[src/rtl/adsc_pkg.sv]
package adsc_pkg;

   // field and datapath widths
   localparam int SAMPLE_BITS     = 24;
   localparam int ALPHA_FRAC_BITS = 16;
   localparam int ALPHA_BITS      = 16;
   localparam int ACC_BITS        = SAMPLE_BITS + ALPHA_FRAC_BITS;
   localparam int COEFF_BITS      = 48;
   localparam int MUL_BITS        = 32;
   localparam int PROD_BITS       = 2 * MUL_BITS;
   localparam int SUM_BITS        = 56;
   localparam int RES_BITS        = SUM_BITS + 2;
   localparam int CSR_IDX_BITS    = 2;

   // calibration product is out of range when its upper limb reaches this bit
   localparam int HI_LIMIT_BIT    = 20;

   // register reset values
   localparam logic [ALPHA_BITS-1:0] ALPHA_RESET  = '0;
   localparam logic [COEFF_BITS-1:0] GAIN_RESET   = COEFF_BITS'(64'd4294967296);
   localparam logic [COEFF_BITS-1:0] OFFSET_RESET = '0;

   // saturation limits of the signed result
   localparam logic [COEFF_BITS-1:0] MAX_RESULT = {1'b0, {(COEFF_BITS-1){1'b1}}};
   localparam logic [COEFF_BITS-1:0] MIN_RESULT = {1'b1, {(COEFF_BITS-1){1'b0}}};

   // configuration register indexes
   typedef enum logic [CSR_IDX_BITS-1:0] {
      CSR_ALPHA  = 2'd0,
      CSR_GAIN   = 2'd1,
      CSR_OFFSET = 2'd2
   } csr_index_type;

endpackage

[src/rtl/adc_sample_smooth_calibrate_core.sv]
// One request at a time: req_stall is high until the result is loaded into the output register,
// which waits while a pending response is stalled. The single shared 32x32 multiplier runs three
// smoothing (skipped at alpha zero) and four calibration partial products in turn. A new request
// can be taken in the cycle after the previous one reaches the output register.
// Reset (synchronous, active high) clears the accumulator, restores alpha 0, gain 1.0,
// offset 0 and leaves no response pending.
module adc_sample_smooth_calibrate_core import adsc_pkg::*; (
   input  logic                         clock,
   input  logic                         reset,
   input  logic                         req_valid,
   output logic                         req_stall,
   input  logic [SAMPLE_BITS-1:0]       req_raw_sample,
   output logic                         rsp_valid,
   input  logic                         rsp_stall,
   output logic [SAMPLE_BITS-1:0]       rsp_smoothed_sample,
   output logic signed [COEFF_BITS-1:0] rsp_calibrated_value,
   output logic                         rsp_calibrated_saturated,
   input  logic                         csr_valid,
   output logic                         csr_ready,
   input  logic [CSR_IDX_BITS-1:0]      csr_index,
   input  logic [COEFF_BITS-1:0]        csr_data
);

   typedef enum logic [3:0] {
      ST_IDLE,
      ST_SM_LO,
      ST_SM_HI,
      ST_SM_NEW,
      ST_CAL_00,
      ST_CAL_01,
      ST_CAL_10,
      ST_CAL_11,
      ST_FINISH
   } state_type;

   state_type                 state_ff;
   logic [ALPHA_BITS-1:0]     alpha_ff;
   logic [COEFF_BITS-1:0]     gain_ff;
   logic [COEFF_BITS-1:0]     offset_ff;
   logic [ACC_BITS-1:0]       acc_ff;
   logic [SAMPLE_BITS-1:0]    sample_ff;
   logic [COEFF_BITS-1:0]     gain_mag_ff;
   logic                      gain_neg_ff;
   logic [SUM_BITS-1:0]       sum_ff;
   logic                      big_ff;
   logic                      rsp_valid_ff;
   logic [SAMPLE_BITS-1:0]    smoothed_ff;
   logic [COEFF_BITS-1:0]     calib_ff;
   logic                      sat_ff;

   logic [MUL_BITS-1:0]       mul_a;
   logic [MUL_BITS-1:0]       mul_b;
   logic [PROD_BITS-1:0]      prod;
   logic [COEFF_BITS-1:0]     gain_mag_in;
   logic signed [RES_BITS-1:0] prod_s;
   logic signed [RES_BITS-1:0] res_s;
   logic                      res_over;
   logic [COEFF_BITS-1:0]     calib_in;
   logic                      sat_in;
   logic                      out_free;

   // handshake outputs
   assign req_stall                = (state_ff != ST_IDLE);
   assign csr_ready                = 1'b1;
   assign rsp_valid                = rsp_valid_ff;
   assign rsp_smoothed_sample      = smoothed_ff;
   assign rsp_calibrated_value     = calib_ff;
   assign rsp_calibrated_saturated = sat_ff;
   assign out_free                 = !rsp_valid_ff || !rsp_stall;

   // gain magnitude for the unsigned limb products
   assign gain_mag_in = gain_ff[COEFF_BITS-1] ? (~gain_ff + 1'b1) : gain_ff;

   // select operands of the shared multiplier for the current step
   always_comb begin
      mul_a = '0;
      mul_b = '0;
      unique case (state_ff)
         ST_SM_LO: begin
            mul_a = MUL_BITS'(alpha_ff);
            mul_b = acc_ff[MUL_BITS-1:0];
         end
         ST_SM_HI: begin
            mul_a = MUL_BITS'(alpha_ff);
            mul_b = MUL_BITS'(acc_ff[ACC_BITS-1:MUL_BITS]);
         end
         ST_SM_NEW: begin
            mul_a = MUL_BITS'({1'b1, {ALPHA_FRAC_BITS{1'b0}}} - {1'b0, alpha_ff});
            mul_b = MUL_BITS'(sample_ff);
         end
         ST_CAL_00: begin
            mul_a = gain_mag_ff[MUL_BITS-1:0];
            mul_b = acc_ff[MUL_BITS-1:0];
         end
         ST_CAL_01: begin
            mul_a = gain_mag_ff[MUL_BITS-1:0];
            mul_b = MUL_BITS'(acc_ff[ACC_BITS-1:MUL_BITS]);
         end
         ST_CAL_10: begin
            mul_a = MUL_BITS'(gain_mag_ff[COEFF_BITS-1:MUL_BITS]);
            mul_b = acc_ff[MUL_BITS-1:0];
         end
         ST_CAL_11: begin
            mul_a = MUL_BITS'(gain_mag_ff[COEFF_BITS-1:MUL_BITS]);
            mul_b = MUL_BITS'(acc_ff[ACC_BITS-1:MUL_BITS]);
         end
         default: begin
            mul_a = '0;
            mul_b = '0;
         end
      endcase
   end

   assign prod = mul_a * mul_b;

   // apply sign and offset, then clip to the signed result range
   always_comb begin
      prod_s   = gain_neg_ff ? -$signed({2'b00, sum_ff}) : $signed({2'b00, sum_ff});
      res_s    = prod_s + RES_BITS'($signed(offset_ff));
      res_over = (res_s[RES_BITS-1:COEFF_BITS-1] != '0)
              && (res_s[RES_BITS-1:COEFF_BITS-1] != '1);
      calib_in = res_s[COEFF_BITS-1:0];
      sat_in   = 1'b0;
      priority if (big_ff) begin
         calib_in = gain_neg_ff ? MIN_RESULT : MAX_RESULT;
         sat_in   = 1'b1;
      end else if (res_over) begin
         calib_in = res_s[RES_BITS-1] ? MIN_RESULT : MAX_RESULT;
         sat_in   = 1'b1;
      end else begin
         calib_in = res_s[COEFF_BITS-1:0];
         sat_in   = 1'b0;
      end
   end

   // sequencer, datapath and output registers
   always_ff @(posedge clock) begin
      if (reset) begin
         state_ff     <= ST_IDLE;
         alpha_ff     <= ALPHA_RESET;
         gain_ff      <= GAIN_RESET;
         offset_ff    <= OFFSET_RESET;
         acc_ff       <= '0;
         rsp_valid_ff <= 1'b0;
      end else begin
         // take configuration writes
         if (csr_valid && csr_ready) begin
            unique case (csr_index)
               CSR_ALPHA:  alpha_ff  <= csr_data[ALPHA_BITS-1:0];
               CSR_GAIN:   gain_ff   <= csr_data;
               CSR_OFFSET: offset_ff <= csr_data;
               default:    ;
            endcase
         end

         // drop the response once taken, unless the next one loads now
         if (rsp_valid_ff && !rsp_stall && state_ff != ST_FINISH) begin
            rsp_valid_ff <= 1'b0;
         end

         unique case (state_ff)
            ST_IDLE: begin
               if (req_valid) begin
                  sample_ff   <= req_raw_sample;
                  gain_mag_ff <= gain_mag_in;
                  gain_neg_ff <= gain_ff[COEFF_BITS-1];
                  if (alpha_ff == '0) begin
                     acc_ff   <= {req_raw_sample, {ALPHA_FRAC_BITS{1'b0}}};
                     state_ff <= ST_CAL_00;
                  end else begin
                     state_ff <= ST_SM_LO;
                  end
               end
            end
            ST_SM_LO: begin
               sum_ff   <= SUM_BITS'(prod >> ALPHA_FRAC_BITS);
               state_ff <= ST_SM_HI;
            end
            ST_SM_HI: begin
               sum_ff   <= sum_ff + SUM_BITS'(prod << (MUL_BITS - ALPHA_FRAC_BITS));
               state_ff <= ST_SM_NEW;
            end
            ST_SM_NEW: begin
               acc_ff   <= ACC_BITS'(sum_ff + prod[SUM_BITS-1:0]);
               state_ff <= ST_CAL_00;
            end
            ST_CAL_00: begin
               sum_ff   <= SUM_BITS'(prod >> MUL_BITS);
               state_ff <= ST_CAL_01;
            end
            ST_CAL_01: begin
               sum_ff   <= sum_ff + prod[SUM_BITS-1:0];
               state_ff <= ST_CAL_10;
            end
            ST_CAL_10: begin
               sum_ff   <= sum_ff + prod[SUM_BITS-1:0];
               state_ff <= ST_CAL_11;
            end
            ST_CAL_11: begin
               sum_ff   <= sum_ff + SUM_BITS'(prod << MUL_BITS);
               big_ff   <= |prod[PROD_BITS-1:HI_LIMIT_BIT];
               state_ff <= ST_FINISH;
            end
            ST_FINISH: begin
               // hold until the output register is free
               if (out_free) begin
                  smoothed_ff  <= acc_ff[ACC_BITS-1:ALPHA_FRAC_BITS];
                  calib_ff     <= calib_in;
                  sat_ff       <= sat_in;
                  rsp_valid_ff <= 1'b1;
                  state_ff     <= ST_IDLE;
               end
            end
            default: begin
               state_ff <= ST_IDLE;
            end
         endcase
      end
   end

endmodule

[config.mk]
export PLATFORM = sky130hd
export DESIGN_NAME = adc_sample_smooth_calibrate_core
export DESIGN_NICKNAME = d
export VERILOG_FILES = /design/src/rtl/adsc_pkg.sv /design/src/rtl/adc_sample_smooth_calibrate_core.sv
export SDC_FILE = /design/constraint.sdc
export NUM_CORES = 2
export LEC_CHECK = 0
export BUFFER_PORTS_ARGS = -buffer_cell sky130_fd_sc_hd__buf_4
export CAP_MARGIN = 15
export CORE_ASPECT_RATIO = 1.1
export CORE_UTILIZATION = 45
export DETAILED_ROUTE_END_ITERATION = 16
export PLACE_DENSITY_LB_ADDON = 0.15
export SKIP_LAST_GASP = 1
export SYNTH_ARGS = -nofsm -noshare
export SYNTH_HDL_FRONTEND = slang
export SYNTH_SLANG_ARGS = --single-unit
[constraint.sdc]
create_clock -name clock -period 15.29 [get_ports clock]
set_clock_uncertainty 0.2 [all_clocks]
set_input_delay 3.8225 -clock clock [delete_from_list [all_inputs] [get_ports clock]]
set_output_delay 3.8225 -clock clock [all_outputs]
set_load 0.03 [all_outputs]
After elaboration in Yosys (flattened, before gate mapping)
Index checks and enable logic that the tools add are counted.
{"block": "totals", "regBits": 360, "output_inout_bits": 76, "word_cells": 89}
{"block": "classes", "n_addsub": 7, "multipliers": 1, "n_eq_ne": 15, "muxes": 20, "bitwise_logic": 2, "n_reduce_logical": 29}
{"op": "$pmux W56 S5", "count": 1}
{"op": "$mux W48", "count": 4}
{"op": "$add A56 B56 Y56", "count": 3}
{"op": "$pmux W32 S4", "count": 1}
{"op": "$pmux W32 S3", "count": 1}
{"op": "$mux W40", "count": 2}
{"op": "$pmux W40 S2", "count": 1}
{"op": "$mul A32 B32 Y64", "count": 1}
{"op": "$add A58 B48 Y58", "count": 1}
{"op": "$mux W58", "count": 1}
{"op": "$neg A56 Y58", "count": 1}
{"op": "$add A48 B1 Y48 const B", "count": 1}
{"op": "$not A48 Y48", "count": 1}
{"op": "$mux W47", "count": 1}
{"op": "$reduce_or A44 Y1", "count": 1}
{"op": "$pmux W4 S9", "count": 1}
{"op": "$sub A17 B16 Y18 const A", "count": 1}
{"op": "$eq A4 B3 Y1 const B", "count": 4}
{"op": "$logic_not A16 Y1", "count": 1}
{"op": "$reduce_and A2 Y1", "count": 6}
{"op": "$ne A11 B11 Y1 const B", "count": 1}
{"op": "$reduce_bool A11 Y1", "count": 1}
{"op": "$reduce_and A3 Y1", "count": 3}
{"op": "$eq A4 B2 Y1 const B", "count": 2}
{"op": "other kinds (20)", "count": 33}

Longest topological paths before layout
{"block": "logic_depth", "ltp_word": 7, "depth_mapped": 52, "ltp_nobuf": 49}

Worst setup path after synthesis
No wires, ideal clock.
{"block": "synth_path", "path_type": "reg2reg", "start": "register alpha_ff[0]", "end": "register sum_ff[55], data pin", "setup_ps": 275, "t_arrival_ps": 10816, "required_time_ps": 14815, "slack_ps": 3999, "stages_incl_launch_ff": 47, "cell_sequence": "dfxtp_1 > inv_1 > ha_1 > nand2_1 > or3_1 > or3_1 > clkbuf_1 > nor3b_1 > a22oi_1 > clkbuf_1 > nor2_1 > fa_1 > inv_1 > fa_1 > fa_1 > fa_1 > inv_1 > fa_1 > [... 11 more ...] > a31oi_1 > o21bai_1 > a21oi_1 > xor2_1 > inv_1 > ha_1 > a21o_1 > a21o_1 > a21o_1 > a21oi_1 > o21ai_0 > o2111ai_1 > a21oi_1 > o21ai_0 > nand2_1 > a311oi_1 > xnor2_1 > o221ai_1"}
{"block": "synth_between", "elab_chain_cells": 5, "word_cells_on_any_way": 7, "classes_between": "add/sub (4); mul (1); mux (2)"}
{"item": "start, declared", "line_no": "adc_sample_smooth_calibrate_core.sv:37", "source": "logic [ALPHA_BITS-1:0] alpha_ff;"}
{"item": "start signal, assigned", "line_no": "adc_sample_smooth_calibrate_core.sv:149", "source": "CSR_ALPHA: alpha_ff <= csr_data[ALPHA_BITS-1:0];"}
{"item": "$sub A17 B16 Y18", "line_no": "adc_sample_smooth_calibrate_core.sv:88", "source": "mul_a = MUL_BITS'({1'b1, {ALPHA_FRAC_BITS{1'b0}}} - {1'b0, alpha_ff});"}
{"item": "$pmux W32 S4 (*)", "line_no": "adc_sample_smooth_calibrate_core.sv:78", "source": "unique case (state_ff)"}
{"item": "$mul A32 B32 Y64 (*)", "line_no": "adc_sample_smooth_calibrate_core.sv:114", "source": "assign prod = mul_a * mul_b;"}
{"item": "$add A56 B56 Y56 (on tied branches)"}
{"item": "$pmux W56 S5 (*)", "line_no": "adc_sample_smooth_calibrate_core.sv:161", "source": "unique case (state_ff)"}
{"item": "end signal, assigned", "line_no": "adc_sample_smooth_calibrate_core.sv:176", "source": "sum_ff <= SUM_BITS'(prod >> ALPHA_FRAC_BITS);"}
{"item": "end signal, assigned", "line_no": "adc_sample_smooth_calibrate_core.sv:196", "source": "sum_ff <= sum_ff + prod[SUM_BITS-1:0];"}
{"item": "end signal, assigned", "line_no": "adc_sample_smooth_calibrate_core.sv:200", "source": "sum_ff <= sum_ff + SUM_BITS'(prod << MUL_BITS);"}
{"item": "end, declared", "line_no": "adc_sample_smooth_calibrate_core.sv:44", "source": "logic [SUM_BITS-1:0] sum_ff;"}
Mark *: on every way between the ends. The rest lies on a longest branch, timed or not.
A chain may end at the register's enable or synchronous reset.

Final worst setup path
Same ends and word-level chain as after synthesis.

==> flow_summary.toml <==
[logic_synthesis]
yosys_warnings = 0
ys_seq_area_frac = 0.157
async_reset_ff_frac = 0
yosys-top-cells-area = "fa_1, edfxtp_1, ha_1"
syn_area_um2 = 58900
yosysUniqueCellTypes = 84
ys_ff_latch = 360
synth.cells.most_frequent = "nand2_1, inv_1, fa_1"
ys.flop_type = "edfxtp_1"
yosys.area.top_type = "fa_1"
synth_nets = 8408
synth.avg_cell_area_um2 = 8.44
netlist.area_leader.share = 0.306
yosysMostFrequentCell = "nand2_1"
synth_cells = 6985
synth_edf_count = 203

[critical_path]
path_buf_inv = 6
start_kind = "flip-flop"
r2r_slack_ns = 1.66
reg2regPathDepth = 42
critPathSlowestCell = "a22o_1"
cp_slowest_stage_delay_ns = 0.86
startpoint = "alpha_ff[0]"
critical_path_class = "reg2reg"
crit_family = "adder cells"
required_ns = 15.43
cp.depth = 42
crit_fanout = 14
regToRegEndpoint = "sum_ff[55]"
crit_top_cell = "fa_1"
crit_path_end_kind = "flip-flop"
crit_path_end = "sum_ff[55]"
r2r_start = "alpha_ff[0]"
critPathArrivalTime_ns = 13.77

[flow_run]
max_cap_violations = 0

[pwr]
internal-power_w = 0.00284
p_leak_nw = 29.3
peakVddDrop_uv = 108
clock_power_share = 0.199
seqPwrFrac = 0.240
swShare = 0.506
p_comb_frac = 0.561
power_density_nw_per_um2 = 90.4
p_switching_w = 0.00292

[floorplan]
die_area_um2 = 132000
rows = 138
die_h_um = 382
die_w_um = 347
coreArea_um2 = 129000
io-pin-count = 155
initial_core_util = 0.456

[final_layout]
nets = 8401
multi_input_area_um2 = 44600
syn_to_final_growth_pct = 8.16
layout-drive-gt1-share = 0.0662
regArea_um2 = 9240
n_fill_cell = 12600
instances_no_fill = 8696

[sta]
tns_ns = 0
slew_headroom = 0.149
fmax_mhz = 73.4
drv_slew = 0
fin_crit_ns = 13.63
setup_ws_ns = 1.66
rsz0062_at_grt = "false"
fin_crit_sh = 0.891
worst_pin_slew_ns = 1.27
setup_violations = 0
hold_viol = 0

[place]
place_hpwl_mm = 186
numPortBuffers = 153
dp.cells = 8612
gp_congestion = 1.03
post-place-ws_ns = 1.91

[grt]
grt_util_met1 = 0.457
antenna_found_initial = 11
grt_pass1_vias = 51900
grt_pass1_wl_mm = 338
grt-busiest-layer = "met2"
track_usage = 0.344
met2_usage = 0.540
grt_overflow = 0
grt_max_degree = 85
grt.met3_usage = 0.0650

[clocking]
htreeDepth = 2
cts_tree = "done"
clockRootBuffer = "clkbuf_16"
ctsResizeCount = 0
clk_latency_ns = 0.63
postCtsSetupBuffers = 0
cts.clk_slew.worst_paths_ns = 0.06
numCtsBuffers = 42
hold_buffers = 0
numClockSinks = 360
clk_path_buf_depth = 3

[detailed_routing]
postRouteAntennaNets = 0
drt_wl_total_mm = 228
drtIter0Drc = 5294
drcViolationCount = 0
vias = 51800
vias_per_cell = 5.96
drt-pass1-iter-count = 9
wl_per_cell_um = 26.2

[run_status]
status = "complete, no violations"

[worst_hold_path]
hold_class = "reg2reg"
min_from = "offset_ff[2]"
==> routing by layer <==
metal / wire [um] / part of all wire / vias to the layer above
met5: 91 / 0.00040 / -
met4: 13200 / 0.058 / 12
met3: 22000 / 0.096 / 552
met2: 102000 / 0.45 / 2627
met1: 90600 / 0.40 / 26000
li1: - / - / 22700
==> how the worst min path moves through the flow <==
stage / to / cells past startpoint
finish: offset_ff[2] / 2
global route: offset_ff[2] / 2
CTS: offset_ff[2] / 2
detailed placement: offset_ff[2] / 2
global placement: gain_ff[47] / 2
floorplan: rsp_smoothed_sample[16] / 0
==> power groups by stage <==
| stage | Combinational [W] | Sequential (W) | Clock (W) |
|---|---|---|---|
| CTS | 0.00314 | 0.00137 | 0.00116 |
| floorplan | 0.00196 | 0.00127 | 0 |
| global placement | 0.00313 | 0.00139 | 0 |
| finish | 0.00323 | 0.00138 | 0.00115 |
| detailed placement | 0.00312 | 0.00139 | 0 |
| global route | 0.00341 | 0.00138 | 0.00119 |
==> placed cells by master, fill, tap and decap left out, types with 40 or more instances in the layout <==
cell,count
nand2_1,1064
inv_1,1023
fa_1,900
nor2_1,724
ha_1,444
a21oi_1,408
buf_4,307
o21ai_0,274
xnor2_1,224
edfxtp_1,203
dfxtp_1,157
a21o_1,125
xor2_1,90
nand3_1,78
nor3_1,57
nand4_1,54
a22oi_1,50
and3_1,47
clkbuf_16,47
and2_1,45
o21bai_1,45
or3_1,40
o31ai_1,40
o21a_1,40
==> flip-flops by register name (all words and copies together), names as in the netlist <==
signal                    flops
sum_ff                       56
gain_ff                      48
gain_mag_ff                  48
offset_ff                    48
rsp_calibrated_value         48
acc_ff                       40
rsp_smoothed_sample          24
sample_ff                    24
alpha_ff                     16
state_ff                      4
big_ff                        1
gain_neg_ff                   1
rsp_calibrated_saturated      1
rsp_valid                     1
==> cell type report <==
type / count / area share
Multi-Input combinational cell: 5241 / 0.700
Sequential cell: 360 / 0.145
Antenna cell: 4 / 0.000157
Tap cell: 1680 / 0.0330
Timing Repair Buffer: 310 / 0.0369
Clock inverter: 20 / 0.00448
Inverter: 1023 / 0.0603
Clock buffer: 58 / 0.0200
==> metrics by stage <==
step	hold WS [ns]	power [W]	utilization	area [um^2]
2_1_floorplan	0.231	0.00323	-	58900
4_1_cts	0.263	0.00568	0.492	63700
3_5_place_dp	0.254	0.00451	0.480	62100
6_report	0.262	0.00576	0.493	63700
5_1_grt	0.278	0.00598	0.493	63700
3_3_place_gp	0.244	0.00452	0.480	62100
==> cell families (layout without fill, tap and decap cells) <==
family          Yosys count  after routing  share of synthesized area
simple gates           2308           2308                      0.170
buf+inv                1384           1411                     0.0884
xor+xnor                315            315                     0.0470
compound gates         1265           1265                      0.137
other cells               1              5                  0.0000636
mux                       8              8                    0.00138
flops                   360            360                      0.157
fa+ha+maj              1344           1344                      0.400
==> worst register-to-register path: cells and delay by family, from the launching register on <==
kind / cells / cell delay [ns]
AOI/OAI and AO/OA: 13 / 3.71
xor gates and xnor gates: 2 / 0.80
adders and majority gates: 11 / 5.09
buffers and inverters: 6 / 0.68
DFF: 1 / 0.32
and+or+nand+nor: 10 / 2.57
Power figures use the tool's default switching activity.
